`config.mk`:
```
export PLATFORM = sky130hd
export DESIGN_NAME = spectral_peak_picker_core
export DESIGN_NICKNAME = d
export VERILOG_FILES = /design/src/sv/spp_pkg.sv /design/src/sv/spp_div.sv /design/src/sv/spectral_peak_picker_core.sv
export SDC_FILE = /design/constraint.sdc
export NUM_CORES = 1
export LEC_CHECK = 0
export ABC_AREA = 1
export BUFFER_PORTS_ARGS = -buffer_cell sky130_fd_sc_hd__buf_2
export CORE_MARGIN = 1.5
export CORE_UTILIZATION = 49
export DETAILED_ROUTE_END_ITERATION = 7
export PLACE_DENSITY = 0.68
export SLEW_MARGIN = 20
export SYNTH_ARGS = -nofsm -noshare
export SYNTH_HDL_FRONTEND = slang
export SYNTH_SLANG_ARGS = --single-unit
```
`constraint.sdc`:
```
create_clock -name clk -period 17.6 [get_ports clk]
set_clock_uncertainty 0.1 [all_clocks]
set_input_delay 3.52 -clock clk [delete_from_list [all_inputs] [get_ports clk]]
set_output_delay 3.52 -clock clk [all_outputs]
set_load 0.01 [all_outputs]
```
`src/sv/spp_pkg.sv`:
```
// Shared constants and divider handshake types for the spectral peak picker.
package spp_pkg;

	// Spectrum length and derived index width
	localparam int BINS  = 1024;
	localparam int IDX_W = $clog2(BINS);

	// Fixed widths of the stream fields
	localparam int MAG_W  = 16;
	localparam int POS_W  = 18;
	localparam int FRAC_W = 8;

	// Offset divider: numerator 256*|n| + |d|, denominator 2*|d|
	localparam int DIV_NUM_W = 25;
	localparam int DIV_DEN_W = 19;
	localparam int QUOT_W    = 10;
	localparam int CNT_W     = $clog2(QUOT_W + 1);

	// One bin expressed in offset units
	localparam logic [QUOT_W-1:0] P8_LIMIT = QUOT_W'(256);

	typedef struct packed {
		logic                 start;
		logic [DIV_NUM_W-1:0] num;
		logic [DIV_DEN_W-1:0] den;
	} div_req_t;

	typedef struct packed {
		logic              done;
		logic              sat;
		logic [QUOT_W-1:0] quot;
	} div_rsp_t;

endpackage

```
`src/sv/spp_div.sv`:
```
// Iterative restoring divider for the interpolation offset, one quotient bit a cycle.
module spp_div (
	input  logic             clk,
	input  logic             arst_n,
	input  spp_pkg::div_req_t req,
	output spp_pkg::div_rsp_t rsp
);

	localparam int SH_W = spp_pkg::DIV_DEN_W + spp_pkg::QUOT_W;

	logic [spp_pkg::DIV_NUM_W-1:0] rem_q;
	logic [SH_W-1:0]               dv_q;
	logic [spp_pkg::CNT_W-1:0]     cnt_q;
	logic                          busy_q;
	logic                          done_q;
	logic                          sat_q;
	logic [spp_pkg::QUOT_W-1:0]    quot_q;
	logic [SH_W-1:0]               rem_ext;
	logic [SH_W-1:0]               diff;
	logic                          ge;

	// Shared compare and subtract
	assign rem_ext = SH_W'(rem_q);
	assign ge      = rem_ext >= dv_q;
	assign diff    = rem_ext - dv_q;

	// Sequence the steps: the first step flags an oversized quotient instead of giving a quotient bit
	always_ff @(posedge clk or negedge arst_n) begin
		if (!arst_n) begin
			busy_q <= 1'b0;
			done_q <= 1'b0;
			cnt_q  <= '0;
		end else begin
			done_q <= 1'b0;
			if (req.start) begin
				busy_q <= 1'b1;
				cnt_q  <= spp_pkg::CNT_W'(spp_pkg::QUOT_W);
			end else if (busy_q) begin
				if (cnt_q == '0) begin
					busy_q <= 1'b0;
					done_q <= 1'b1;
				end else begin
					cnt_q <= cnt_q - 1'b1;
				end
			end
		end
	end

	// Remainder, shifted divisor and quotient bits
	always_ff @(posedge clk) begin
		if (req.start) begin
			rem_q <= req.num;
			dv_q  <= {req.den, {spp_pkg::QUOT_W{1'b0}}};
			sat_q <= 1'b0;
		end else if (busy_q) begin
			if (ge) begin
				rem_q <= diff[spp_pkg::DIV_NUM_W-1:0];
			end
			if (cnt_q == spp_pkg::CNT_W'(spp_pkg::QUOT_W)) begin
				sat_q <= ge;
			end else begin
				quot_q <= {quot_q[spp_pkg::QUOT_W-2:0], ge};
			end
			dv_q <= dv_q >> 1;
		end
	end

	assign rsp.done = done_q;
	assign rsp.sat  = sat_q;
	assign rsp.quot = quot_q;

endmodule

```
`src/sv/spectral_peak_picker_core.sv`:
```
// Spectral peak picker: peak test per centre bin and parabolic interpolation.
//
//  channel   dir  beat fields
//  s_*       in   tdata[15:0] magnitude, tlast last_bin
//  m_*       out  tuser peak_valid, tdata[17:0] bin_position, tdata[33:18] peak_height,
//                 tlast spectrum_end
//
//  A bin that yields no result leaves the sequencer idle; the slave side stays ready.
//  An end-of-spectrum beat without a peak waits in S_FIN for a free output register.
//  A peak bin goes through S_PREP, S_LOAD, the 11-step restoring divider for the offset
//  in S_DIV (skipped when the parabola's denominator is zero), S_MUL, S_HGT and S_FIN.
//  Reset clears the bin history, the bin index, the rising flag and the sequencer.
//  A stalled master side holds one finished result; the sequencer waits only when a
//  second result is ready before the first is taken.
module spectral_peak_picker_core (
	input  logic        clk,
	input  logic        arst_n,
	input  logic        s_tvalid,
	output logic        s_tready,
	input  logic [15:0] s_tdata,   // [15:0] magnitude
	input  logic        s_tlast,   // last_bin
	output logic        m_tvalid,
	input  logic        m_tready,
	output logic [39:0] m_tdata,   // [17:0] bin_position, [33:18] peak_height, [39:34] zero
	output logic        m_tlast,   // spectrum_end
	output logic        m_tuser    // [0] peak_valid
);

	typedef enum logic [6:0] {
		S_IDLE = 7'b0000001,
		S_PREP = 7'b0000010,
		S_LOAD = 7'b0000100,
		S_DIV  = 7'b0001000,
		S_MUL  = 7'b0010000,
		S_HGT  = 7'b0100000,
		S_FIN  = 7'b1000000
	} state_t;

	localparam int MW = spp_pkg::MAG_W;
	localparam int IW = spp_pkg::IDX_W;
	localparam int PW = spp_pkg::POS_W;

	state_t state_q;

	logic signed [MW-1:0]  older_q;
	logic signed [MW-1:0]  newer_q;
	logic [IW-1:0]         idx_q;
	logic                  rising_q;

	logic signed [MW-1:0]  a_q;
	logic signed [MW-1:0]  b_q;
	logic signed [MW-1:0]  c_q;
	logic                  last_q;
	logic                  peak_q;
	logic [IW-1:0]         base_q;
	logic signed [MW:0]    n_q;
	logic signed [MW+2:0]  d_q;
	logic signed [9:0]     p8_q;
	logic signed [26:0]    prod_q;
	logic [17:0]           hr_q;
	logic                  hneg_q;

	logic                  m_valid_q;
	logic                  m_last_q;
	logic                  m_peak_q;
	logic [PW-1:0]         m_pos_q;
	logic [MW-1:0]         m_hgt_q;

	logic                  acc;
	logic signed [MW-1:0]  cur;
	logic                  is_last;
	logic                  center_ok;
	logic                  rise;
	logic                  peak;
	logic [MW:0]           nmag;
	logic [MW+2:0]         dmag;
	logic                  off_neg;
	logic [spp_pkg::QUOT_W-1:0] off_mag;
	logic signed [26:0]    prod_w;
	logic signed [27:0]    num_w;
	logic [27:0]           num_mag;
	logic [28:0]           num_rnd;
	logic [MW-1:0]         hgt_sat;
	logic [17:0]           hr_neg;
	logic [PW-1:0]         pos_w;
	logic                  out_free;

	spp_pkg::div_req_t div_req;
	spp_pkg::div_rsp_t div_rsp;

	// Peak test on the arriving beat
	assign s_tready  = state_q == S_IDLE;
	assign acc       = s_tvalid && s_tready;
	assign cur       = signed'(s_tdata[MW-1:0]);
	assign is_last   = s_tlast || (idx_q >= IW'(spp_pkg::BINS - 1));
	assign center_ok = idx_q >= IW'(2);
	assign rise      = center_ok && ((older_q < newer_q && newer_q <= cur) ||
	                                 (older_q <= newer_q && newer_q < cur));
	assign peak      = center_ok && !rise && ((older_q < newer_q && newer_q > cur) || rising_q);

	// Divider operands
	assign nmag = n_q[MW] ? (MW+1)'(-n_q) : (MW+1)'(n_q);
	assign dmag = d_q[MW+2] ? (MW+3)'(-d_q) : (MW+3)'(d_q);

	assign div_req.start = (state_q == S_LOAD) && (d_q != '0);
	assign div_req.num   = spp_pkg::DIV_NUM_W'({nmag[MW-1:0], 8'b0}) +
	                       spp_pkg::DIV_NUM_W'(dmag);
	assign div_req.den   = {dmag[MW+1:0], 1'b0};

	spp_div u_div (
		.clk    (clk),
		.arst_n (arst_n),
		.req    (div_req),
		.rsp    (div_rsp)
	);

	// Clamp the offset to one bin
	assign off_neg = n_q[MW] ^ d_q[MW+2];
	assign off_mag = (div_rsp.sat || div_rsp.quot > spp_pkg::P8_LIMIT) ?
	                 spp_pkg::P8_LIMIT : div_rsp.quot;

	// Height arithmetic
	assign prod_w  = 27'(n_q) * 27'(p8_q);
	assign num_w   = (28'(b_q) <<< 10) - 28'(prod_q);
	assign num_mag = num_w[27] ? 28'(-num_w) : 28'(num_w);
	assign num_rnd = 29'(num_mag) + 29'd512;
	assign hr_neg  = 18'(-hr_q);

	always_comb begin
		if (!hneg_q) begin
			hgt_sat = (hr_q > 18'd32767) ? 16'h7fff : hr_q[MW-1:0];
		end else begin
			hgt_sat = (hr_q > 18'd32768) ? 16'h8000 : hr_neg[MW-1:0];
		end
	end

	assign pos_w    = (PW'(base_q) << spp_pkg::FRAC_W) + PW'(p8_q);
	assign out_free = !m_valid_q || m_tready;

	// Sequencer and bin history
	always_ff @(posedge clk or negedge arst_n) begin
		if (!arst_n) begin
			state_q  <= S_IDLE;
			older_q  <= '0;
			newer_q  <= '0;
			idx_q    <= '0;
			rising_q <= 1'b0;
		end else begin
			unique case (state_q)
				S_IDLE: begin
					if (acc) begin
						older_q <= newer_q;
						newer_q <= cur;
						if (is_last) begin
							idx_q    <= '0;
							rising_q <= 1'b0;
						end else begin
							idx_q <= idx_q + 1'b1;
							if (rise) begin
								rising_q <= 1'b1;
							end else if (peak) begin
								rising_q <= 1'b0;
							end
						end
						if (peak) begin
							state_q <= S_PREP;
						end else if (is_last) begin
							state_q <= S_FIN;
						end
					end
				end
				S_PREP: state_q <= S_LOAD;
				S_LOAD: state_q <= (d_q != '0) ? S_DIV : S_MUL;
				S_DIV: begin
					if (div_rsp.done) begin
						state_q <= S_MUL;
					end
				end
				S_MUL:  state_q <= S_HGT;
				S_HGT:  state_q <= S_FIN;
				S_FIN: begin
					if (out_free) begin
						state_q <= S_IDLE;
					end
				end
				default: state_q <= S_IDLE;
			endcase
		end
	end

	// Datapath registers
	always_ff @(posedge clk) begin
		if (acc) begin
			a_q    <= older_q;
			b_q    <= newer_q;
			c_q    <= cur;
			last_q <= is_last;
			peak_q <= peak;
			base_q <= idx_q - 1'b1;
		end
		if (state_q == S_PREP) begin
			n_q <= (MW+1)'(a_q) - (MW+1)'(c_q);
			d_q <= (MW+3)'(a_q) - ((MW+3)'(b_q) <<< 1) + (MW+3)'(c_q);
		end
		if (state_q == S_LOAD && d_q == '0) begin
			p8_q <= '0;
		end
		if (state_q == S_DIV && div_rsp.done) begin
			p8_q <= off_neg ? -signed'(off_mag) : signed'(off_mag);
		end
		if (state_q == S_MUL) begin
			prod_q <= prod_w;
		end
		if (state_q == S_HGT) begin
			hr_q   <= num_rnd[27:10];
			hneg_q <= num_w[27];
		end
	end

	// Output register
	always_ff @(posedge clk or negedge arst_n) begin
		if (!arst_n) begin
			m_valid_q <= 1'b0;
		end else if (state_q == S_FIN && out_free) begin
			m_valid_q <= 1'b1;
		end else if (m_tready) begin
			m_valid_q <= 1'b0;
		end
	end

	always_ff @(posedge clk) begin
		if (state_q == S_FIN && out_free) begin
			m_last_q <= last_q;
			m_peak_q <= peak_q;
			m_pos_q  <= peak_q ? pos_w : '0;
			m_hgt_q  <= peak_q ? hgt_sat : '0;
		end
	end

	assign m_tvalid = m_valid_q;
	assign m_tlast  = m_last_q;
	assign m_tuser  = m_peak_q;
	assign m_tdata  = {6'b0, m_hgt_q, m_pos_q};

	// Divider only finishes while the sequencer waits for it
	a_div_done_in_div: assert property (@(posedge clk) disable iff (!arst_n)
		div_rsp.done |-> state_q == S_DIV)
		else $error("divider finished outside the divide step");

	// A result without a peak is only the end-of-spectrum marker
	a_nopeak_is_end: assert property (@(posedge clk) disable iff (!arst_n)
		(m_tvalid && !m_tuser) |-> (m_tlast && m_tdata == '0))
		else $error("result without peak carries payload or lacks end flag");

	// Offset stays within one bin
	a_offset_range: assert property (@(posedge clk) disable iff (!arst_n)
		(state_q == S_MUL) |-> (p8_q <= 10'sd256 && p8_q >= -10'sd256))
		else $error("interpolation offset beyond one bin");

	// Bin index restarts after the spectrum's last bin
	a_index_restart: assert property (@(posedge clk) disable iff (!arst_n)
		(acc && is_last) |=> (idx_q == '0 && !rising_q))
		else $error("bin index or rising flag not cleared after last bin");

endmodule
```
After elaboration in Yosys (flattened, before gate mapping)
Index checks and enable logic that the tools add are counted.
{"block": "word_totals", "reg_bits": 310, "in_bits": 21, "output_inout_bits": 44, "wordCells": 144}
{"block": "classes", "add_sub_neg": 16, "n_mul": 1, "magnitude_cmp": 11, "n_eq_ne": 13, "muxes": 37, "bitwise": 3, "reduce_logical": 33}
{"operator": "25-bit 2-to-1 mux", "count": 3}
{"operator": "16-bit 2-to-1 mux", "count": 4}
{"operator": "29-bit 2-to-1 mux", "count": 2}
{"operator": "10-bit 2-to-1 mux", "count": 5}
{"operator": "7-bit one-hot mux with 7 select lines", "count": 1}
{"operator": "7-bit 2-to-1 mux", "count": 5}
{"operator": "16-bit <= comparator", "count": 2}
{"operator": "16-bit less-than comparator", "count": 2}
{"operator": "16-bit negation", "count": 2}
{"operator": "25-bit by 29-bit greater-or-equal comparator with 1-bit output", "count": 1}
{"operator": "28-bit by 10-bit adder with 28-bit output (second input constant)", "count": 1}
{"operator": "28-bit 2-to-1 mux", "count": 1}
{"operator": "28-bit negation", "count": 1}
{"operator": "26-bit by 27-bit subtractor with 28-bit output", "count": 1}
{"operator": "17-bit by 10-bit multiplier with 27-bit output", "count": 1}
{"operator": "24-bit by 19-bit adder with 25-bit output", "count": 1}
{"operator": "25-bit subtractor", "count": 1}
{"operator": "18-bit by 16-bit adder with 19-bit output", "count": 1}
{"operator": "19-bit zero test", "count": 1}
{"operator": "19-bit 2-to-1 mux", "count": 1}
{"operator": "19-bit negation", "count": 1}
{"operator": "19-bit nonzero test", "count": 1}
{"operator": "18-bit adder", "count": 1}
{"operator": "18-bit by 15-bit > comparator with 1-bit output (second input constant)", "count": 1}
{"operator": "other kinds (36)", "count": 73}

Depth between registers and ports, before layout
{"block": "depth", "ltp_word": 10, "depth_mapped": 25, "ltp_nobuf": 25}

Modules after synthesis
From an unflattened synthesis, not the netlist that was laid out.
{"block": "unflattened", "cells_unflattened": 3366, "area_unflattened_um2": 27007.2}
{"mod": "spectral_peak_picker_core", "n_inst": 1, "cells_per_inst": 2728, "area_per_inst_um2": 22336.4, "seq_area_each_um2": 6892.9}
{"mod": "spp_div", "n_inst": 1, "cells_per_inst": 638, "area_per_inst_um2": 4670.7, "seq_area_each_um2": 1991.9}

Least setup slack after synthesis
Ideal clock, no wire load.
{"block": "synth_timing", "kind": "input port to flip-flop", "from": "in s_tvalid", "to": "reg idx_q[4]", "setup_time_ps": 128, "t_arrival_ps": 6041, "t_required_ps": 17372, "setup_slack_ps": 11331, "stages": 6, "path_buffers": 1, "cell_sequence": "nand2_1 > inv_1 > clkbuf_1 > nand4_1 > xor2_1 > nor2_1"}
{"block": "synth_between", "elab_chain_cells": 2}
{"element": "start: declaration", "line": "spectral_peak_picker_core.sv:18", "text": "input logic s_tvalid,"}
{"element": "1-bit logical AND", "line": "spectral_peak_picker_core.sv:93", "text": "assign acc = s_tvalid && s_tready;"}
{"element": "net acc", "line": "spectral_peak_picker_core.sv:69", "text": "logic acc;"}
{"element": "2-bit AND reduction (no source line)"}
{"element": "end signal: assignment", "line": "spectral_peak_picker_core.sv:158", "text": "idx_q <= idx_q + 1'b1;"}
{"element": "end: declaration", "line": "spectral_peak_picker_core.sv:47", "text": "logic [IW-1:0] idx_q;"}
The timed path passes the listed nets, and every way through them passes these cells.
A chain may end at the register's enable or synchronous reset.

Worst setup path after layout
{"block": "layout_timing", "from": "reg p8_q[9]", "to": "reg prod_q[23] (data pin)"}
{"block": "layout_between", "elab_chain_cells": 1}
{"element": "start: declaration", "line": "spectral_peak_picker_core.sv:58", "text": "logic signed [9:0] p8_q;"}
{"element": "start signal: assignment", "line": "spectral_peak_picker_core.sv:209", "text": "p8_q <= off_neg ? -signed'(off_mag) : signed'(off_mag);"}
{"element": "17-bit by 10-bit multiplier with 27-bit output", "line": "spectral_peak_picker_core.sv:123", "text": "assign prod_w = 27'(n_q) * 27'(p8_q);"}
{"element": "net prod_w[23]", "line": "spectral_peak_picker_core.sv:79", "text": "logic signed [26:0] prod_w;"}
{"element": "end signal: assignment", "line": "spectral_peak_picker_core.sv:212", "text": "prod_q <= prod_w;"}
{"element": "end: declaration", "line": "spectral_peak_picker_core.sv:59", "text": "logic signed [26:0] prod_q;"}
The timed path passes the listed nets, and every way through them passes these cells.

==> flow_metrics.py <==
metrics = {
    "run_status": {
        "run_status": "complete, no violations",
    },
    "logic_synthesis": {
        "seq_area_frac_synth_pct": 34.1,
        "synth_edf_count": 240,
        "synth_area_per_cell_um2": 8.34,
        "synth.distinct_cells": 57,
        "yosysTopAreaCell": "edfxtp_1",
        "synth_top_area_share_pct": 27.7,
        "synth_flop_cell": "edfxtp_1",
        "netlist_area_mm2": 0.0260,
        "syn-instance-count": 3117,
        "async_flop_share_pct": 18.4,
        "synth.area.top_cells": "edfxtp_1, fa_1, ha_1",
        "synth_seq_cells": 309,
        "yosysWarnings": 0,
    },
    "setup_path": {
        "critical_path_required_ns": 17.81,
        "crit_arrival_ns": 6.65,
        "worstSetupStartpointType": "flop",
        "cp_slowest_stage_delay_ns": 0.77,
        "crit_chain": "inv_1 > nor2_1 > fa_1 > fa_1 > fa_1 > fa_1 > inv_1 > fa_1 > inv_1 > ha_1 > nand2_1 > o21ai_0 > a21oi_1 > o21ai_0 > a21oi_1 > o21ai_0 > a21oi_1 > xnor2_1",
        "path_max_fanout": 16,
        "crit_path_frequent_cell": "fa_1",
        "crit_slowest_cell": "edfxtp_1",
        "path_delay_family": "adder cells",
        "crit_path_end_kind": "flop",
        "crit_buf_inv": 3,
        "crit_type": "flop to flop",
    },
    "layout": {
        "nets": 3550,
        "fin_util_pct": 54.0,
        "layout_common_cells": "inv_1, nand2_1, edfxtp_1, nor2_1, ha_1",
        "final_common_cell": "inv_1",
        "area_delta_synth_final_pct": 8.98,
        "nFillCells": 4857,
        "instances_no_fill": 3876,
        "drive_above_1_share_pct": 6.87,
    },
    "floorplan": {
        "die-area_mm2": 0.0544,
        "initial_core_util_pct": 49.6,
        "rows": 84,
        "die_x_um": 233,
        "die-height_um": 233,
        "coreArea_mm2": 0.0524,
        "io_pins": 65,
    },
    "clocking": {
        "cts_buffers": 38,
        "postCtsSetupRepairBufs": 0,
        "clk_latency_ns": 0.57,
        "cts_tree": "built",
        "cts_resized": 0,
        "cts_sinks": 309,
        "ctsHoldBuffers": 0,
        "clockBufferDepth": 3,
        "cts.reportedPaths.clkPinSlew_ns": 0.06,
        "clockRootBuffer": "clkbuf_16",
        "h-tree-depth": 2,
    },
    "grt": {
        "grt_max_degree": 70,
        "grt_pass1_wl_um": 101000,
        "grt-ovfl-total": 0,
        "track_usage_pct": 23.5,
        "antenna_found_initial": 1,
        "grt_pass1_vias": 20499,
    },
    "detailed_routing": {
        "drc": 0,
        "via_per_inst": 5.22,
        "ant_nets": 0,
        "firstDrtPassIters": 6,
        "drt_first_iter_violations": 1436,
        "num_vias": 20215,
        "finalWirelength_um": 61500,
        "routedWlPerCell_um": 15.9,
    },
    "power_and_ir_drop": {
        "leakagePower_uw": 0.0139,
        "ir_drop_v": 0.0000797,
        "power_density_mw_per_mm2": 135,
    },
    "sta": {
        "max_freq_mhz": 155,
        "slew_headroom_pct": 36.1,
        "finalSetupViolCount": 0,
        "fin_crit_ns": 6.45,
        "period_share_pct": 36.6,
        "fin_ws_ns": 11.15,
        "hold_viol": 0,
        "rsz0062_at_grt": "false",
        "drv_slew": 0,
        "worstMarginPinSlew_ns": 0.958,
        "tns_ns": 0,
    },
    "placement": {
        "dp_hpwl_um": 48900,
        "io_buffers": 58,
        "dpl_worst_slack_ns": 11.25,
        "place.gp.congestion": 0.948,
        "dp.cells": 3806,
    },
    "flow_run": {
        "maxCapViolations": 0,
    },
    "worst_hold_path": {
        "hp-class": "flop to flop",
    },
}
## path summary, 6_finish.rpt
path                                      startpoint                   endpoint  slack (ns)  depth (start not counted)
setup / recovery               p8_q[9]$_SDFFCE_PN0P_       prod_q[23]$_DFFE_PN_       11.15                         18
hold / removal             u_div.quot_q[2]$_DFFE_PP_  u_div.quot_q[3]$_DFFE_PP_        0.35                          0
setup reg to reg               p8_q[9]$_SDFFCE_PN0P_       prod_q[23]$_DFFE_PN_       11.15                         18
hold reg to reg            u_div.quot_q[2]$_DFFE_PP_  u_div.quot_q[3]$_DFFE_PP_        0.35                          0
max in group asynchronous                     arst_n     state_q[2]$_DFFE_PN0P_       13.81                          2
min in group asynchronous                     arst_n    newer_q[10]$_DFFE_PN0P_        3.01                          2
## state kept, by name (all words and copies together) (netlist names), 17 cells and up
register,count
u_div.rem_q,25
prod_q,27
m_pos_q,18
u_div.dv_q,29
hr_q,18
d_q,18
n_q,17
## final cells by class
class	instances	area, um2	area share, %
antenna	1	2.50	0.00884
clock buffer	42	976	3.45
clock inverter	26	364	1.29
inverter	675	2540	8.96
multi-input combinational	2064	14300	50.5
sequential	309	8870	31.3
tap	688	861	3.04
timing repair buffer	71	400	1.41
## synthesized netlist by cell type (2+ instances only)
master	instances
inv_1	668
nand2_1	647
edfxtp_1	240
nor2_1	205
ha_1	203
o21ai_0	186
fa_1	167
a21oi_1	160
nand3_1	95
xor2_1	91
clkbuf_1	63
dfrtp_1	56
xnor2_1	46
nor3_1	35
nand4_1	34
nand2_2	25
or2_2	22
nor4_1	19
o22ai_1	17
dfxtp_1	12
a21o_1	10
o211ai_1	10
o31ai_1	8
a211oi_1	7
buf_4	7
nor2_2	7
o21bai_1	7
nand3_2	6
nand3b_1	6
nor2_4	6
a21boi_0	5
a31oi_1	5
inv_2	4
o21a_1	4
a221oi_1	3
nor3b_1	3
o21ai_1	3
a21oi_2	2
buf_1	2
clkinv_1	2
nor3_2	2
o221ai_1	2
## layer usage
metal | share of wire (%) | wire (um) | vias to the layer above | GRT usage [%]
met5 | 0 | 0 | - | 0
met4 | 5.4 | 3300 | 0 | 12.5
met3 | 5.6 | 3430 | 117 | 3.44
met2 | 45 | 27900 | 529 | 38.4
met1 | 44 | 26900 | 9588 | 30.2
li1 | - | - | 9981 | -
## worst reg2reg max path: stages (launching register included)
cell      delay [ns]
edfxtp_1        0.77
inv_1           0.52
nor2_1          0.28
fa_1            0.45
fa_1            0.52
fa_1            0.52
fa_1            0.54
inv_1           0.05
fa_1            0.54
inv_1           0.04
ha_1            0.33
nand2_1         0.09
o21ai_0         0.28
a21oi_1         0.17
o21ai_0         0.29
a21oi_1         0.15
o21ai_0         0.28
a21oi_1         0.12
xnor2_1         0.14
## cells by family (layout without fill, tap and decap cells)
logic type | after synthesis | count (layout) | share of synthesized area (%)
buffers and inverters | 749 | 814 | 11.0
xor gates and xnor gates | 137 | 137 | 4.62
DFF | 309 | 309 | 34.1
other | 1 | 7 | 0.0144
and+or+nand+nor | 1117 | 1117 | 18.4
adders and majority gates | 370 | 370 | 22.6
AOI/OAI and AO/OA | 434 | 434 | 9.16
## where the power goes
part | total, uW | switching [uW] | leakage, uW | internal (uW)
registers | 1180 | 134 | 0.00307 | 1050
logic | 1780 | 1130 | 0.0102 | 659
clock network | 842 | 333 | 0.000651 | 509
total | 3810 | 1590 | 0.0139 | 2220
## through the flow
stage / hold slack, ns / power (uW) / cell area, um2
after floorplan: 0.300 / 2520 / 26000
after global placement: 0.322 / 2920 / 27000
after detailed placement: 0.335 / 2970 / 27000
after CTS: 0.351 / 3830 / 28300
after global routing: 0.365 / 4140 / 28300
final: 0.354 / 3810 / 28300
Note: power is estimated with default switching activity, not from simulation.
